==> config.mk <==
export PLATFORM = sky130hd
export DESIGN_NAME = url_percent_decoder_unit_flat
export DESIGN_NICKNAME = d
export VERILOG_FILES = /design/src/hdl/upd_pkg.sv /design/src/hdl/upd_if.sv /design/src/hdl/upd_in_stage.sv /design/src/hdl/upd_decode.sv /design/src/hdl/upd_serializer.sv /design/src/hdl/url_percent_decoder_unit.sv /design/src/flat_wrapper.sv
export SDC_FILE = /design/constraint.sdc
export NUM_CORES = 1
export LEC_CHECK = 0
export BUFFER_PORTS_ARGS = -buffer_cell sky130_fd_sc_hd__clkbuf_2
export CAP_MARGIN = 15
export CORE_ASPECT_RATIO = 0.8
export CORE_UTILIZATION = 45
export CTS_CLUSTER_DIAMETER = 50
export DETAILED_ROUTE_END_ITERATION = 10
export PLACE_DENSITY = 0.7
export SLEW_MARGIN = 20
export SYNTH_ARGS = -nofsm -noshare
export SYNTH_HDL_FRONTEND = slang
export SYNTH_SLANG_ARGS = --single-unit
==> constraint.sdc <==
create_clock -name i_clk -period 8.6 [get_ports i_clk]
set_input_delay 2.58 -clock i_clk [delete_from_list [all_inputs] [get_ports i_clk]]
set_output_delay 2.58 -clock i_clk [all_outputs]
set_load 0.02 [all_outputs]
==> src/hdl/upd_pkg.sv <==
// ----------------------------------------------------------------------------
// upd_pkg
// Types, character codes and character-class functions for the URL
// percent decoder.
// ----------------------------------------------------------------------------
`default_nettype none

package upd_pkg;

    localparam logic [7:0] CH_PERCENT = 8'h25;
    localparam logic [7:0] CH_PLUS    = 8'h2B;
    localparam logic [7:0] CH_SPACE   = 8'h20;
    localparam logic [7:0] CH_DIG_LO  = 8'd48;
    localparam logic [7:0] CH_DIG_HI  = 8'd57;
    localparam logic [7:0] CH_LOW_LO  = 8'd97;
    localparam logic [7:0] CH_LOW_HI  = 8'd122;
    localparam logic [7:0] CH_UP_LO   = 8'd65;
    localparam logic [7:0] CH_UP_HI   = 8'd90;
    localparam logic [7:0] CH_LOW_F   = 8'd102;
    localparam logic [7:0] CH_UP_F    = 8'd70;

    typedef enum logic [1:0] {
        PH_IDLE = 2'd0,
        PH_PCT  = 2'd1,
        PH_DIG  = 2'd2
    } t_phase;

    // results of one item: up to three bytes, in order from data[0]
    typedef struct packed {
        logic [1:0]      cnt;
        logic [2:0][7:0] data;
        logic            last;
    } t_group;

    function automatic logic is_hex(input logic [7:0] c);
        return (c >= CH_DIG_LO && c <= CH_DIG_HI) ||
               (c >= CH_LOW_LO && c <= CH_LOW_F) ||
               (c >= CH_UP_LO && c <= CH_UP_F);
    endfunction

    function automatic logic [3:0] hex_value(input logic [7:0] c);
        logic [7:0] v;
        v = 8'd0;
        if (c >= CH_DIG_LO && c <= CH_DIG_HI) begin
            v = c - CH_DIG_LO;
        end else if (c >= CH_LOW_LO && c <= CH_LOW_F) begin
            v = c - CH_LOW_LO + 8'd10;
        end else if (c >= CH_UP_LO && c <= CH_UP_F) begin
            v = c - CH_UP_LO + 8'd10;
        end
        return v[3:0];
    endfunction

    function automatic logic is_url_safe(input logic [7:0] v);
        return (v >= CH_DIG_LO && v <= CH_DIG_HI) ||
               (v >= CH_LOW_LO && v <= CH_LOW_HI) ||
               (v >= CH_UP_LO && v <= CH_UP_HI) ||
               (v == 8'h21) || (v == 8'h24) ||
               (v >= 8'h26 && v <= 8'h2F) ||
               (v == 8'h3A) || (v == 8'h3B) || (v == 8'h3D) || (v == 8'h3F) ||
               (v == 8'h40) || (v == 8'h5F);
    endfunction

endpackage

`default_nettype wire

==> src/hdl/upd_if.sv <==
// ----------------------------------------------------------------------------
// upd_if
// Valid/ready channels for encoded input bytes and decoded output bytes.
// ----------------------------------------------------------------------------
`default_nettype none

interface upd_in_if;
    logic       valid;
    logic       ready;
    logic [7:0] in_byte;
    logic       in_last;

    modport source (output valid, output in_byte, output in_last, input ready);
    modport sink   (input valid, input in_byte, input in_last, output ready);
endinterface

interface upd_out_if;
    logic       valid;
    logic       ready;
    logic [7:0] out_byte;
    logic       out_last;

    modport source (output valid, output out_byte, output out_last, input ready);
    modport sink   (input valid, input out_byte, input out_last, output ready);
endinterface

`default_nettype wire

==> src/hdl/upd_in_stage.sv <==
// ----------------------------------------------------------------------------
// upd_in_stage
// Input register: holds one accepted transaction until the decoder takes it.
// ----------------------------------------------------------------------------
`default_nettype none

module upd_in_stage (
    input  wire logic  i_clk,
    input  wire logic  i_rst_n,
    upd_in_if.sink     i_in,
    input  wire logic  i_take,
    output logic       o_valid,
    output logic [7:0] o_byte,
    output logic       o_last
);

    logic       r_valid;
    logic [7:0] r_byte;
    logic       r_last;
    logic       accept;

    assign i_in.ready = i_rst_n && (!r_valid || i_take);
    assign accept     = i_in.valid && i_in.ready;

    always_ff @(posedge i_clk) begin
        if (!i_rst_n) begin
            r_valid <= 1'b0;
        end else if (accept) begin
            r_valid <= 1'b1;
        end else if (i_take) begin
            r_valid <= 1'b0;
        end
    end

    always_ff @(posedge i_clk) begin
        if (accept) begin
            r_byte <= i_in.in_byte;
            r_last <= i_in.in_last;
        end
    end

    assign o_valid = r_valid;
    assign o_byte  = r_byte;
    assign o_last  = r_last;

endmodule

`default_nettype wire

==> src/hdl/upd_decode.sv <==
// ----------------------------------------------------------------------------
// upd_decode
// Escape state and decode logic: turns one byte into up to three results.
// ----------------------------------------------------------------------------
`default_nettype none

module upd_decode (
    input  wire logic        i_clk,
    input  wire logic        i_rst_n,
    input  wire logic [7:0]  i_byte,
    input  wire logic        i_last,
    input  wire logic        i_take,
    output upd_pkg::t_group  o_group
);

    upd_pkg::t_phase r_phase;
    upd_pkg::t_phase n_phase;
    logic [7:0]      r_held;
    logic [7:0]      n_held;

    always_ff @(posedge i_clk) begin
        if (!i_rst_n) begin
            r_phase <= upd_pkg::PH_IDLE;
            r_held  <= 8'd0;
        end else if (i_take) begin
            r_phase <= n_phase;
            r_held  <= n_held;
        end
    end

    always_comb begin
        logic            fresh;
        logic [1:0]      n;
        logic [2:0][7:0] d;
        logic [7:0]      v;
        fresh   = 1'b1;
        n       = 2'd0;
        d       = '0;
        v       = {upd_pkg::hex_value(r_held), upd_pkg::hex_value(i_byte)};
        n_phase = r_phase;
        n_held  = r_held;

        unique case (r_phase)
            upd_pkg::PH_DIG: begin
                if (upd_pkg::is_hex(i_byte)) begin
                    if (upd_pkg::is_url_safe(v)) begin
                        d[0] = upd_pkg::CH_PERCENT;
                        d[1] = r_held;
                        d[2] = i_byte;
                        n    = 2'd3;
                    end else begin
                        d[0] = v;
                        n    = 2'd1;
                    end
                    fresh = 1'b0;
                end else begin
                    d[0] = upd_pkg::CH_PERCENT;
                    d[1] = r_held;
                    n    = 2'd2;
                end
                n_phase = upd_pkg::PH_IDLE;
            end
            upd_pkg::PH_PCT: begin
                if (upd_pkg::is_hex(i_byte)) begin
                    n_held  = i_byte;
                    n_phase = upd_pkg::PH_DIG;
                    fresh   = 1'b0;
                end else begin
                    d[0]    = upd_pkg::CH_PERCENT;
                    n       = 2'd1;
                    n_phase = upd_pkg::PH_IDLE;
                end
            end
            default: begin
                n_phase = upd_pkg::PH_IDLE;
            end
        endcase

        if (fresh) begin
            if (i_byte == upd_pkg::CH_PERCENT) begin
                n_phase = upd_pkg::PH_PCT;
            end else if (i_byte == upd_pkg::CH_PLUS) begin
                d[n] = upd_pkg::CH_SPACE;
                n    = n + 2'd1;
            end else begin
                d[n] = i_byte;
                n    = n + 2'd1;
            end
        end

        // end of string flushes a pending escape literally
        if (i_last) begin
            if (n_phase == upd_pkg::PH_PCT) begin
                d[n] = upd_pkg::CH_PERCENT;
                n    = n + 2'd1;
            end else if (n_phase == upd_pkg::PH_DIG) begin
                d[n] = upd_pkg::CH_PERCENT;
                n    = n + 2'd1;
                d[n] = n_held;
                n    = n + 2'd1;
            end
            n_phase = upd_pkg::PH_IDLE;
        end

        o_group.cnt  = n;
        o_group.data = d;
        o_group.last = i_last;
    end

endmodule

`default_nettype wire

==> src/hdl/upd_serializer.sv <==
// ----------------------------------------------------------------------------
// upd_serializer
// Result register: holds up to three decoded bytes and sends one per
// transaction.
// ----------------------------------------------------------------------------
`default_nettype none

module upd_serializer (
    input  wire logic            i_clk,
    input  wire logic            i_rst_n,
    input  wire logic            i_load,
    input  wire upd_pkg::t_group i_group,
    output logic                 o_can_load,
    upd_out_if.source            o_out
);

    logic [1:0]      r_cnt;
    logic [2:0][7:0] r_data;
    logic            r_last;
    logic            pop;

    assign pop        = (r_cnt != 2'd0) && o_out.ready;
    assign o_can_load = (r_cnt == 2'd0) || ((r_cnt == 2'd1) && o_out.ready);

    always_ff @(posedge i_clk) begin
        if (!i_rst_n) begin
            r_cnt <= 2'd0;
        end else if (i_load) begin
            r_cnt <= i_group.cnt;
        end else if (pop) begin
            r_cnt <= r_cnt - 2'd1;
        end
    end

    always_ff @(posedge i_clk) begin
        if (i_load) begin
            r_data <= i_group.data;
            r_last <= i_group.last;
        end else if (pop) begin
            r_data <= {8'd0, r_data[2], r_data[1]};
        end
    end

    assign o_out.valid    = r_cnt != 2'd0;
    assign o_out.out_byte = r_data[0];
    assign o_out.out_last = r_last && (r_cnt == 2'd1);

endmodule

`default_nettype wire

==> src/hdl/url_percent_decoder_unit.sv <==
// Path: an accepted input byte is registered in the input stage, then decoded
// into the result register, which then offers the first decoded byte.
// Throughput: one input byte per cycle while the output is ready and each
// byte yields at most one result; a byte with more results holds the input
// until the result register, sending one byte per transaction, is on its last.
// Reset (synchronous, active low) clears the escape state and empties both registers.
// ----------------------------------------------------------------------------
// url_percent_decoder_unit
// URL percent decoder: '+' to space, %XX to its byte when not URL-safe.
// ----------------------------------------------------------------------------
`default_nettype none

module url_percent_decoder_unit (
    input  wire logic i_clk,
    input  wire logic i_rst_n,
    upd_in_if.sink    i_in,
    upd_out_if.source o_out
);

    logic            stg_valid;
    logic [7:0]      stg_byte;
    logic            stg_last;
    logic            take;
    logic            can_load;
    upd_pkg::t_group group;

    assign take = stg_valid && can_load;

    upd_in_stage u_in_stage (
        .i_clk   (i_clk),
        .i_rst_n (i_rst_n),
        .i_in    (i_in),
        .i_take  (take),
        .o_valid (stg_valid),
        .o_byte  (stg_byte),
        .o_last  (stg_last)
    );

    upd_decode u_decode (
        .i_clk   (i_clk),
        .i_rst_n (i_rst_n),
        .i_byte  (stg_byte),
        .i_last  (stg_last),
        .i_take  (take),
        .o_group (group)
    );

    upd_serializer u_serializer (
        .i_clk      (i_clk),
        .i_rst_n    (i_rst_n),
        .i_load     (take),
        .i_group    (group),
        .o_can_load (can_load),
        .o_out      (o_out)
    );

endmodule

`default_nettype wire
==> src/flat_wrapper.sv <==
// flat-port wrapper written by rule: the top's interface ports become plain ports
module url_percent_decoder_unit_flat 
  (i_clk, i_rst_n, i_in_valid, i_in_in_byte, i_in_in_last, i_in_ready, o_out_valid, o_out_out_byte, o_out_out_last, o_out_ready);
  upd_in_if i_in_i ();
  upd_out_if o_out_i ();
  input  wire logic i_clk;
  input  wire logic i_rst_n;
  input wire logic [$bits(i_in_i.valid)-1:0] i_in_valid;
  input wire logic [$bits(i_in_i.in_byte)-1:0] i_in_in_byte;
  input wire logic [$bits(i_in_i.in_last)-1:0] i_in_in_last;
  output wire logic [$bits(i_in_i.ready)-1:0] i_in_ready;
  output wire logic [$bits(o_out_i.valid)-1:0] o_out_valid;
  output wire logic [$bits(o_out_i.out_byte)-1:0] o_out_out_byte;
  output wire logic [$bits(o_out_i.out_last)-1:0] o_out_out_last;
  input wire logic [$bits(o_out_i.ready)-1:0] o_out_ready;
  assign i_in_i.valid = i_in_valid;
  assign i_in_i.in_byte = i_in_in_byte;
  assign i_in_i.in_last = i_in_in_last;
  assign i_in_ready = i_in_i.ready;
  assign o_out_valid = o_out_i.valid;
  assign o_out_out_byte = o_out_i.out_byte;
  assign o_out_out_last = o_out_i.out_last;
  assign o_out_i.ready = o_out_ready;
  url_percent_decoder_unit u_core (.i_clk(i_clk), .i_rst_n(i_rst_n), .i_in(i_in_i), .o_out(o_out_i));
endmodule
==> flow_summary_export.csv, run 1 <==
group,metric,value,unit
status,outcome,"finished, final reports clean",
synth,synth_enable_flop_cells,34,
worst_hold_path,hold_path_startpoint,"u_core.u_serializer.r_cnt[0]",
detailed_routing,post_drt_via_cell_ratio,6.26,
die,core,0.00753,mm^2
synth,fraction_of_registers_with_async_set_or_reset_after_synthesis,0,%
grt,grt_start_max_net_pins,32,
setup_path,critical_path.most_common_cell,"clkbuf_2",
pwr,worst_ir_drop_vdd,0.102,mV
pwr,static-leakage-power,0.00136,uW
synth,netlist.area_leader.share,28.6,%
setup_path,worstReg2RegEnd,"u_core.u_serializer.r_data[9]",
clock_network,post_cts_buffers,0,
detailed_routing,routed_wl,9.11,mm
setup_path,cp_cell_sequence,"clkbuf_2 -> a21oi_1 -> nand2_1 -> and2_1 -> clkbuf_2",
setup_path,startpoint_type,"primary input",
timing,finalMaxSlewViolations,0,
timing,finalSetupTns,0,ns
pwr,post-layout-total-power,523,uW
timing,rsz_0062_raised_after_global_routing,"false",
die,initial_core_util,47.3,%
synth,total_nets_after_synthesis,433,
setup_path,worstReg2RegStart,"u_core.u_in_stage.o_byte[0]",
synth,synth.largest_area_cell,"edfxtp_1",
synth,synth_flop_cell,"edfxtp_1",
die,chipHeight,81.6,um
synth,ys_warn_count,0,
clock_network,ctsHoldBuffers,0,
clock_network,tritoncts.num_buffers,5,
grt,number_of_antenna_violations_at_the_first_check_in_global_routing,0,
timing,final_hold_viol_count,0,
grt,grt_first_pass_wirelength,14.8,mm
layout,drive_gt1_share,12.7,%
detailed_routing,drt-pass1-iter-count,7,
setup_path,worst_setup_path_startpoint,"o_out_ready",
setup_path,worstPathArrival,3.27,ns
synth,syn_inst,400,
synth,ys_seq_area_share,35.9,%
setup_path,rr_worst_depth,18,
clock_network,clk_transition_reported_paths,0.08,ns
placed_design,gpl.final_weighted_congestion,0.965,
timing,period_needed,5.85,ns
layout,finalNetCount,433,
clock_network,tritoncts,"yes",
detailed_routing,vias,3168,
synth,netlist_top_cells_area,"edfxtp_1 29%, dfxtp_1 7.3%, ha_1 7.0%",
clock_network,htreeDepth,2,
placed_design,hpwl,6.77,mm
timing,slew_headroom,37.6,%
layout,area.growth.synth_to_final,4.67,%
synth,syn_avg_cell_area,8.91,um^2
clock_network,clock_tree.buffer_depth,2,
detailed_routing,remaining_drc_errors,0,
synth,synth_cell_types,74,
clock_network,clock_sinks,47,
worst_hold_path,holdCritPathClass,"flop to flop",
timing,tightest_slew,0.936,ns
setup_path,required,6.02,ns
detailed_routing,iteration_0_drc_count_of_the_detailed_router,302,
layout,antenna_cells_inserted,0,
grt,grt_remaining_overflow,0,
layout,finalNonFillerCells,506,
grt,first_global_vias,2830,
setup_path,r2r_setup_slack,3.20,ns
synth,post_synth_instance_area,0.00357,mm^2
worst_hold_path,worst_hold_path.endpoint,"u_core.u_serializer.r_cnt[0]",
timing,period_share,68.1,%
worst_hold_path,holdPathStages,1,
synth,synth_seq_cells,47,
timing,setup_viol,0,
setup_path,critPathKind,"primary input to output pin",
detailed_routing,ant_nets,0,
die,core.rowCount,28,
die,io_pins,24,
timing,clock.fmax,0.171,GHz
clock_network,clkLatencyLatePin,0.30,ns
setup_path,critPathMaxFanout,3,
timing,timing.hold.ws,0.527,ns
setup_path,slowest_stage,"a21oi_1",
die,floorplan.die.width,102,um
pwr,p_per_area,140,mW/mm^2
clock_network,clock_tree.root_cell,"clkbuf_8",
grt,grtUsageTotal,23.4,%
die,die-area,0.00829,mm^2
setup_path,worstSetupEndpointType,"output pin",
placed_design,port_buffers,23,
flow_run,max-cap-violations,0,
timing,finalClockSkew,0.00882,ns
placed_design,placedCellCount,498,
setup_path,critical-path-max-stage-delay,0.20,ns
clock_network,cts_resized,0,
detailed_routing,detail_route.wl_per_cell,18.0,um
-- placed cells by master, fill, tap and decap left out, types with 4 or more instances in the layout --
master	n
or3_1	6
nor4_1	4
inv_1	19
o21ai_0	18
a21boi_0	9
o22ai_1	10
dfxtp_1	13
nand3_1	11
nor2_1	23
nand2_1	42
a221o_1	5
a311oi_1	4
a21oi_1	34
clkbuf_2	23
nand2b_1	10
nor2b_1	5
and3_1	11
clkbuf_8	5
a211o_1	4
ha_1	20
nor3_1	8
edfxtp_1	34
and4_1	4
-- how the worst max path moves through the flow --
stage,end,cells after the start
after global routing,i_in_ready,5
after global placement,i_in_ready,5
final,i_in_ready,5
after CTS,i_in_ready,5
after floorplan,i_in_ready,3
after detailed placement,i_in_ready,5
-- layer usage --
| layer | up-vias | track usage [%] | wire length [um] |
|---|---|---|---|
| li1 | 1492 | - | - |
| met1 | 1487 | 34.3 | 4260 |
| met3 | 19 | 3.83 | 846 |
| met2 | 170 | 35.6 | 3880 |
| met4 | 0 | 6.09 | 121 |
| met5 | - | 0 | 0 |
-- metrics by stage --
stage	area, um^2	util (%)	setup slack, ns
floorplan	3570	-	2.98
global placement	3650	48.5	2.78
detailed placement	3650	48.5	2.75
CTS	3730	49.6	2.74
global route	3730	49.6	2.68
finish	3730	49.6	2.75
-- cell usage after synthesis (4+ instances only) --
master / instances
a211o_1: 4
a21boi_0: 9
a21oi_1: 34
a221o_1: 5
a311oi_1: 4
and3_1: 11
and4_1: 4
buf_4: 8
clkbuf_1: 18
dfxtp_1: 13
edfxtp_1: 34
ha_1: 20
inv_1: 19
nand2_1: 42
nand2b_1: 10
nand3_1: 11
nor2_1: 23
nor2b_1: 5
nor3_1: 8
nor4_1: 4
o21ai_0: 18
o22ai_1: 10
or3_1: 6
-- registers in the layout (all words and copies together), names as in the netlist --
register,flops
u_core.u_decode.r_held,8
u_core.u_serializer.o_out.out_byte,8
u_core.u_serializer.r_last,1
u_core.u_serializer.r_data,16
u_core.u_in_stage.o_valid,1
u_core.u_decode.r_phase,2
u_core.u_in_stage.o_byte,8
u_core.u_in_stage.o_last,1
u_core.u_serializer.r_cnt,2
-- critical path: cells and delay by family --
kind                   cells  cell delay (ns)
AO/OA/AOI/OAI              1             0.20
buffers and inverters      2             0.24
AND/OR/NAND/NOR            2             0.26
-- logic make-up (layout without fill, tap and decap cells) --
kind of cell	after synthesis	count (layout)	share of synthesized area [%]
simple gates	150	150	23.3
buf+inv	49	50	6.49
xor+xnor	2	2	0.491
mux	4	4	1.19
compound gates	128	128	25.6
fa+ha+maj	20	20	7.02
flops	47	47	35.9
-- area by class of cell --
cell class	instances	area (um^2)
fill	714	3800
multi-input combinational	304	2050
sequential	47	1280
tap	105	131
timing repair buffer	23	115
clock buffer	8	80.1
inverter	19	71.3
-- where the power goes --
part	total (uW)	internal [uW]	switching, uW
clock	131	57.9	72.6
combinational	101	35.5	65.8
sequential	291	277	14.2
total	523	370	153
Note: power is estimated with default switching activity, not from simulation.
==> run 2: changes to the inputs <==
clock period = 5.46 ns   (was 8.6 ns; I/O delays follow)
==> run 2 against run 1 <==
Cell count is 2.4% higher. Clock skew is 0.0025 ns higher. Sequential power is 56% higher. Highest routed layer unchanged.
==> flow_summary_export.csv, run 2 (synthesis gave the netlist of run 1 again) <==
group,metric,value,unit
status,outcome,"finished, final reports clean",
placed_design,hpwl,7.17,mm
timing,timing.hold.ws,0.517,ns
layout,largest-register,"u_core.u_serializer.r_data",
setup_path,required,5.51,ns
die,initial_core_util,47.3,%
detailed_routing,remaining_drc_errors,0,
grt,grt_first_pass_wirelength,14.9,mm
clock_network,clk_transition_reported_paths,0.09,ns
setup_path,critical-path-max-stage-delay,0.48,ns
die,core.rowCount,28,
clock_network,tritoncts,"yes",
detailed_routing,vias,3195,
clock_network,clock_tree.buffer_depth,2,
clock_network,htreeDepth,2,
die,core,0.00753,mm^2
clock_network,clock_sinks,47,
setup_path,worstPathArrival,5.14,ns
pwr,static-leakage-power,0.00143,uW
timing,worst_slack,0.362,ns
setup_path,crit_buf_inv,1,
setup_path,worstSetupEndpointType,"flop",
clock_network,clkLatencyLatePin,0.30,ns
die,chipHeight,81.6,um
clock_network,ctsHoldBuffers,0,
timing,clock.fmax,0.196,GHz
placed_design,place_ws,0.522,ns
pwr,comb_power_share,20.1,%
layout,area.growth.synth_to_final,7.61,%
grt,grtUsageTotal,24.1,%
timing,rsz_0062_raised_after_global_routing,"false",
worst_hold_path,hold_path_startpoint,"u_core.u_serializer.r_cnt[0]",
pwr,clkPwrFrac,26.2,%
timing,slew_headroom,57.1,%
pwr,p_sw_share,29.1,%
clock_network,tritoncts.num_buffers,5,
grt,number_of_antenna_violations_at_the_first_check_in_global_routing,0,
clock_network,post_cts_buffers,0,
timing,period_needed,5.10,ns
layout,drive_gt1_share,15.7,%
placed_design,port_buffers,23,
layout,largest_reg_flops,16,
flow_run,max-cap-violations,0,
detailed_routing,iteration_0_drc_count_of_the_detailed_router,292,
setup_path,worstReg2RegStart,"u_core.u_in_stage.o_byte[0]",
pwr,total_switching_power,247,uW
setup_path,path_depth,18,
setup_path,worst_setup_path_startpoint,"u_core.u_in_stage.o_byte[0]",
grt,grt_start_max_net_pins,32,
layout,layout.cells.most_common,"nand2_1",
pwr,worst_ir_drop_vdd,0.128,mV
die,io_pins,24,
die,die-area,0.00829,mm^2
layout,mostFrequentLayoutCells,"42 x nand2_1, 34 x a21oi_1, 34 x edfxtp_1, 23 x nor2_1, 23 x clkbuf_2",
worst_hold_path,holdPathStages,1,
clock_network,cts_resized,0,
worst_hold_path,holdCritPathClass,"flop to flop",
timing,finalSetupTns,0,ns
timing,final_hold_viol_count,0,
layout,final_core_utilization,50.9,%
setup_path,critical_path.top_delay_family,"simple AND/OR/NAND/NOR gates",
pwr,power.sequential.fraction,53.6,%
setup_path,slowest_stage,"edfxtp_1",
placed_design,gpl.final_weighted_congestion,1.03,
timing,finalClockSkew,0.0113,ns
layout,antenna_cells_inserted,0,
setup_path,critPathKind,"flop to flop",
setup_path,cp_cell_sequence,"inv_1 -> ha_1 -> or3b_1 -> and4b_1 -> nor2_1 -> a211o_1 -> a21oi_1 -> a2111o_1 -> nand3_2 -> nand2b_1 -> ha_1 -> a21oi_1 -> ha_1 -> a21oi_1 -> nor2_1 -> o21ai_0 -> and3_1 -> a221o_1",
setup_path,startpoint_type,"flop",
detailed_routing,ant_nets,0,
detailed_routing,post_drt_via_cell_ratio,6.17,
detailed_routing,routed_wl,9.61,mm
timing,period_share,93.4,%
detailed_routing,drt-pass1-iter-count,6,
die,floorplan.die.width,102,um
clock_network,clock_tree.root_cell,"clkbuf_8",
timing,tightest_slew,0.644,ns
grt,first_global_vias,2796,
timing,setup_viol,0,
detailed_routing,detail_route.wl_per_cell,18.5,um
layout,finalNetCount,445,
timing,finalMaxSlewViolations,0,
pwr,p_per_area,221,mW/mm^2
setup_path,rr_worst_depth,18,
setup_path,critPathMaxFanout,7,
pwr,internal_power,601,uW
grt,grt_remaining_overflow,0,
pwr,post-layout-total-power,848,uW
run 2: stage by stage:
stage / instances / area, um^2
after floorplan: 400 / 3570
after global placement: 510 / 3740
after detailed placement: 510 / 3740
after CTS: 518 / 3840
after global routing: 518 / 3840
final: 518 / 3840
run 2: path summary, 6_finish.rpt:
path | slack (ns) | to
max | 0.36 | u_core.u_serializer.r_data[11]
min | 0.52 | u_core.u_serializer.r_cnt[0]
max reg2reg | 0.36 | u_core.u_serializer.r_data[11]
min reg2reg | 0.52 | u_core.u_serializer.r_cnt[0]
run 2: worst register-to-register path: cells and delay by family, from the launching register on:
family          cells  cell delay [ns]
simple gates        7             1.76
fa+ha+maj           3             0.90
buf+inv             1             0.17
flops               1             0.48
compound gates      7             1.55
run 2: routing by layer:
metal | track usage, % | vias up | routed length [um]
li1 | - | 1524 | -
met1 | 35.0 | 1481 | 4630
met2 | 35.5 | 177 | 3970
met3 | 5.62 | 13 | 853
met4 | 6.81 | 0 | 150
met5 | 0 | - | 0
run 2: final cells by class:
class | instances | area (um^2)
clock buffers | 7 | 86.3
clock inverters | 1 | 8.76
fillers | 722 | 3690
inverters | 19 | 71.3
multi-input cells | 304 | 2050
flip-flops and latches | 47 | 1280
well taps | 105 | 131
repair buffers | 35 | 205
run 2: power by group through the flow:
stage	Sequential (uW)	Combinational [uW]	Clock, uW
2_1_floorplan	455	137	0
3_3_place_gp	462	168	0
3_5_place_dp	462	169	0
4_1_cts	454	170	228
5_1_grt	459	188	240
6_report	455	171	222
==> run 3: changes to the inputs <==
CORE_ASPECT_RATIO = unset   (was 0.8)
==> run 3 against run 2 <==
The run now ends with design-rule violations left. Cell count down 1.4%. Routed wire length down 1.1%. Global-route usage down 0.75 points. Core utilization down 1.2 points. Design area down 0.29%. Count of clock-buffer cells in the layout down 2. Clock skew down 0.0059 ns. Highest routed layer unchanged. Maximum frequency up 0.96%. Register-to-register slack better by 0.05 ns.
==> flow_summary_export.csv, run 3 (synthesis gave the netlist of run 1 again) <==
group,metric,value,unit
layout,largest_reg_flops,16,
setup_path,worstReg2RegStart,"u_core.u_in_stage.o_byte[0]",
status,outcome,"finished with violations",
timing,finalMaxSlewViolations,0,
clock_network,tritoncts.num_buffers,5,
pwr,static-leakage-power,0.00141,uW
layout,layout.cells.most_common,"nand2_1",
timing,period_share,92.5,%
setup_path,worstSetupEndpointType,"flop",
pwr,worst_ir_drop_vdd,0.136,mV
setup_path,rr_worst_depth,19,
layout,largest-register,"u_core.u_serializer.r_data",
placed_design,gpl.final_weighted_congestion,0.921,
layout,antenna_cells_inserted,0,
die,die-area,0.00828,mm^2
detailed_routing,iteration_0_drc_count_of_the_detailed_router,283,
timing,rsz_0062_raised_after_global_routing,"false",
setup_path,startpoint_type,"flop",
die,floorplan.die.width,91.0,um
detailed_routing,vias,3153,
layout,area.growth.synth_to_final,7.30,%
layout,layout.filler_cells,773,
clock_network,clock_tree.root_cell,"clkbuf_8",
layout,fin_area,0.00383,mm^2
die,chipHeight,91.0,um
grt,grt_remaining_overflow,0,
setup_path,critPathMaxFanout,7,
clock_network,clkLatencyLatePin,0.31,ns
detailed_routing,ant_nets,0,
timing,slew_headroom,56.8,%
grt,grt_start_max_net_pins,30,
layout,multiInputGateArea,0.00206,mm^2
timing,setup_viol,0,
die,io_pins,24,
grt,first_global_vias,2906,
clock_network,tritoncts,"yes",
setup_path,worstPathArrival,5.11,ns
detailed_routing,drt-pass1-iter-count,8,
pwr,post-layout-total-power,891,uW
pwr,p_per_area,233,mW/mm^2
placed_design,port_buffers,23,
flow_run,max-cap-violations,0,
timing,tightest_slew,0.648,ns
clock_network,clk_transition_reported_paths,0.10,ns
layout,finalNetCount,441,
layout,ff_latch_area,0.00128,mm^2
layout,drive_gt1_share,15.4,%
die,core,0.00769,mm^2
layout,finalNonFillerCells,511,
placed_design,placedInstanceArea,0.00371,mm^2
grt,grt_first_pass_wirelength,15.1,mm
setup_path,critPathKind,"flop to flop",
grt,grtUsageTotal,23.3,%
layout,final_core_utilization,49.8,%
placed_design,hpwl,6.98,mm
worst_hold_path,worst_hold_path.endpoint,"u_core.u_serializer.r_cnt[0]",
timing,finalSetupTns,0,ns
setup_path,required,5.53,ns
die,initial_core_util,46.4,%
worst_hold_path,holdPathStages,1,
detailed_routing,routed_wl,9.50,mm
timing,final_hold_viol_count,0,
clock_network,clock_sinks,47,
setup_path,worstReg2RegEnd,"u_core.u_serializer.o_out.out_byte[6]",
die,core.rowCount,32,
grt,number_of_antenna_violations_at_the_first_check_in_global_routing,0,
timing,finalClockSkew,0.00538,ns
detailed_routing,detail_route.wl_per_cell,18.6,um
clock_network,ctsHoldBuffers,0,
detailed_routing,remaining_drc_errors,1,
worst_hold_path,hold_path_startpoint,"u_core.u_serializer.r_cnt[0]",
detailed_routing,post_drt_via_cell_ratio,6.17,
worst_hold_path,holdCritPathClass,"flop to flop",
timing,period_needed,5.05,ns
clock_network,htreeDepth,2,
status,failed_checks,"design-rule violations",
timing,clock.fmax,0.198,GHz
placed_design,placedCellCount,503,
setup_path,r2r_setup_slack,0.41,ns
clock_network,clock_tree.buffer_depth,2,
layout,mostFrequentLayoutCells,"42 x nand2_1, 34 x a21oi_1, 34 x edfxtp_1, 23 x clkbuf_2, 22 x nor2_1",
-- run 3: critical path, stage by stage, from the launching register on --
cell	delay (ns)
edfxtp_1	0.55
inv_1	0.19
ha_1	0.24
or3b_1	0.38
and4b_1	0.22
nor2_1	0.32
a211o_1	0.20
a21oi_1	0.06
a2111o_1	0.44
nand3_2	0.16
nand2b_1	0.12
ha_1	0.32
a21oi_1	0.25
ha_1	0.33
a21o_1	0.11
o211ai_1	0.14
nand2_1	0.20
nand2_1	0.10
and3_1	0.19
a221o_1	0.28
-- run 3: repair_timing --
item / in CTS / in global routing
setup buffers: 0 / 0
resized for setup: 0 / 1
endpoints found under the setup margin: 0 / 1
-- run 3: cell type report --
cell class | instances | area share, %
flip-flops and latches | 47 | 33.5
inverters | 19 | 1.86
well taps | 102 | 3.34
clock buffers | 5 | 1.80
clock inverters | 3 | 1.21
repair buffers | 31 | 4.58
multi-input cells | 304 | 53.7
-- run 3: worst max path at each step --
stage	from	endpoint	slack (ns)	cells past startpoint
global placement	u_core.u_in_stage.o_byte[0]	u_core.u_serializer.r_data[9]	0.54	18
CTS	u_core.u_in_stage.o_byte[0]	u_core.u_serializer.r_data[11]	0.39	18
floorplan	u_core.u_in_stage.o_byte[1]	u_core.u_serializer.r_data[9]	0.94	19
global route	u_core.u_in_stage.o_byte[0]	u_core.u_serializer.r_data[11]	0.12	18
finish	u_core.u_in_stage.o_byte[0]	u_core.u_serializer.o_out.out_byte[6]	0.41	19
detailed placement	u_core.u_in_stage.o_byte[0]	u_core.u_serializer.r_data[11]	0.41	18
-- run 3: routing by layer --
layer  up-vias  global-route usage [%]  routed length [um]
met5         -                       0                   0
met1      1478                    31.1                4260
met4         0                    10.3                 399
met3        31                    3.60                 565
li1       1502                       -                   -
met2       142                    37.4                4280
-- run 3: report_power, final --
| part | internal (uW) | switching (uW) | leakage, uW |
|---|---|---|---|
| Combinational | 60.2 | 106 | 0.000925 |
| Clock | 138 | 132 | 0.0000548 |
| Sequential | 436 | 19.4 | 0.000433 |
-- run 3: metrics by stage --
stage | hold slack, ns | setup WS, ns
floorplan | 0.469 | 0.943
global placement | 0.496 | 0.540
detailed placement | 0.516 | 0.410
CTS | 0.532 | 0.387
global route | 0.568 | 0.122
finish | 0.539 | 0.411
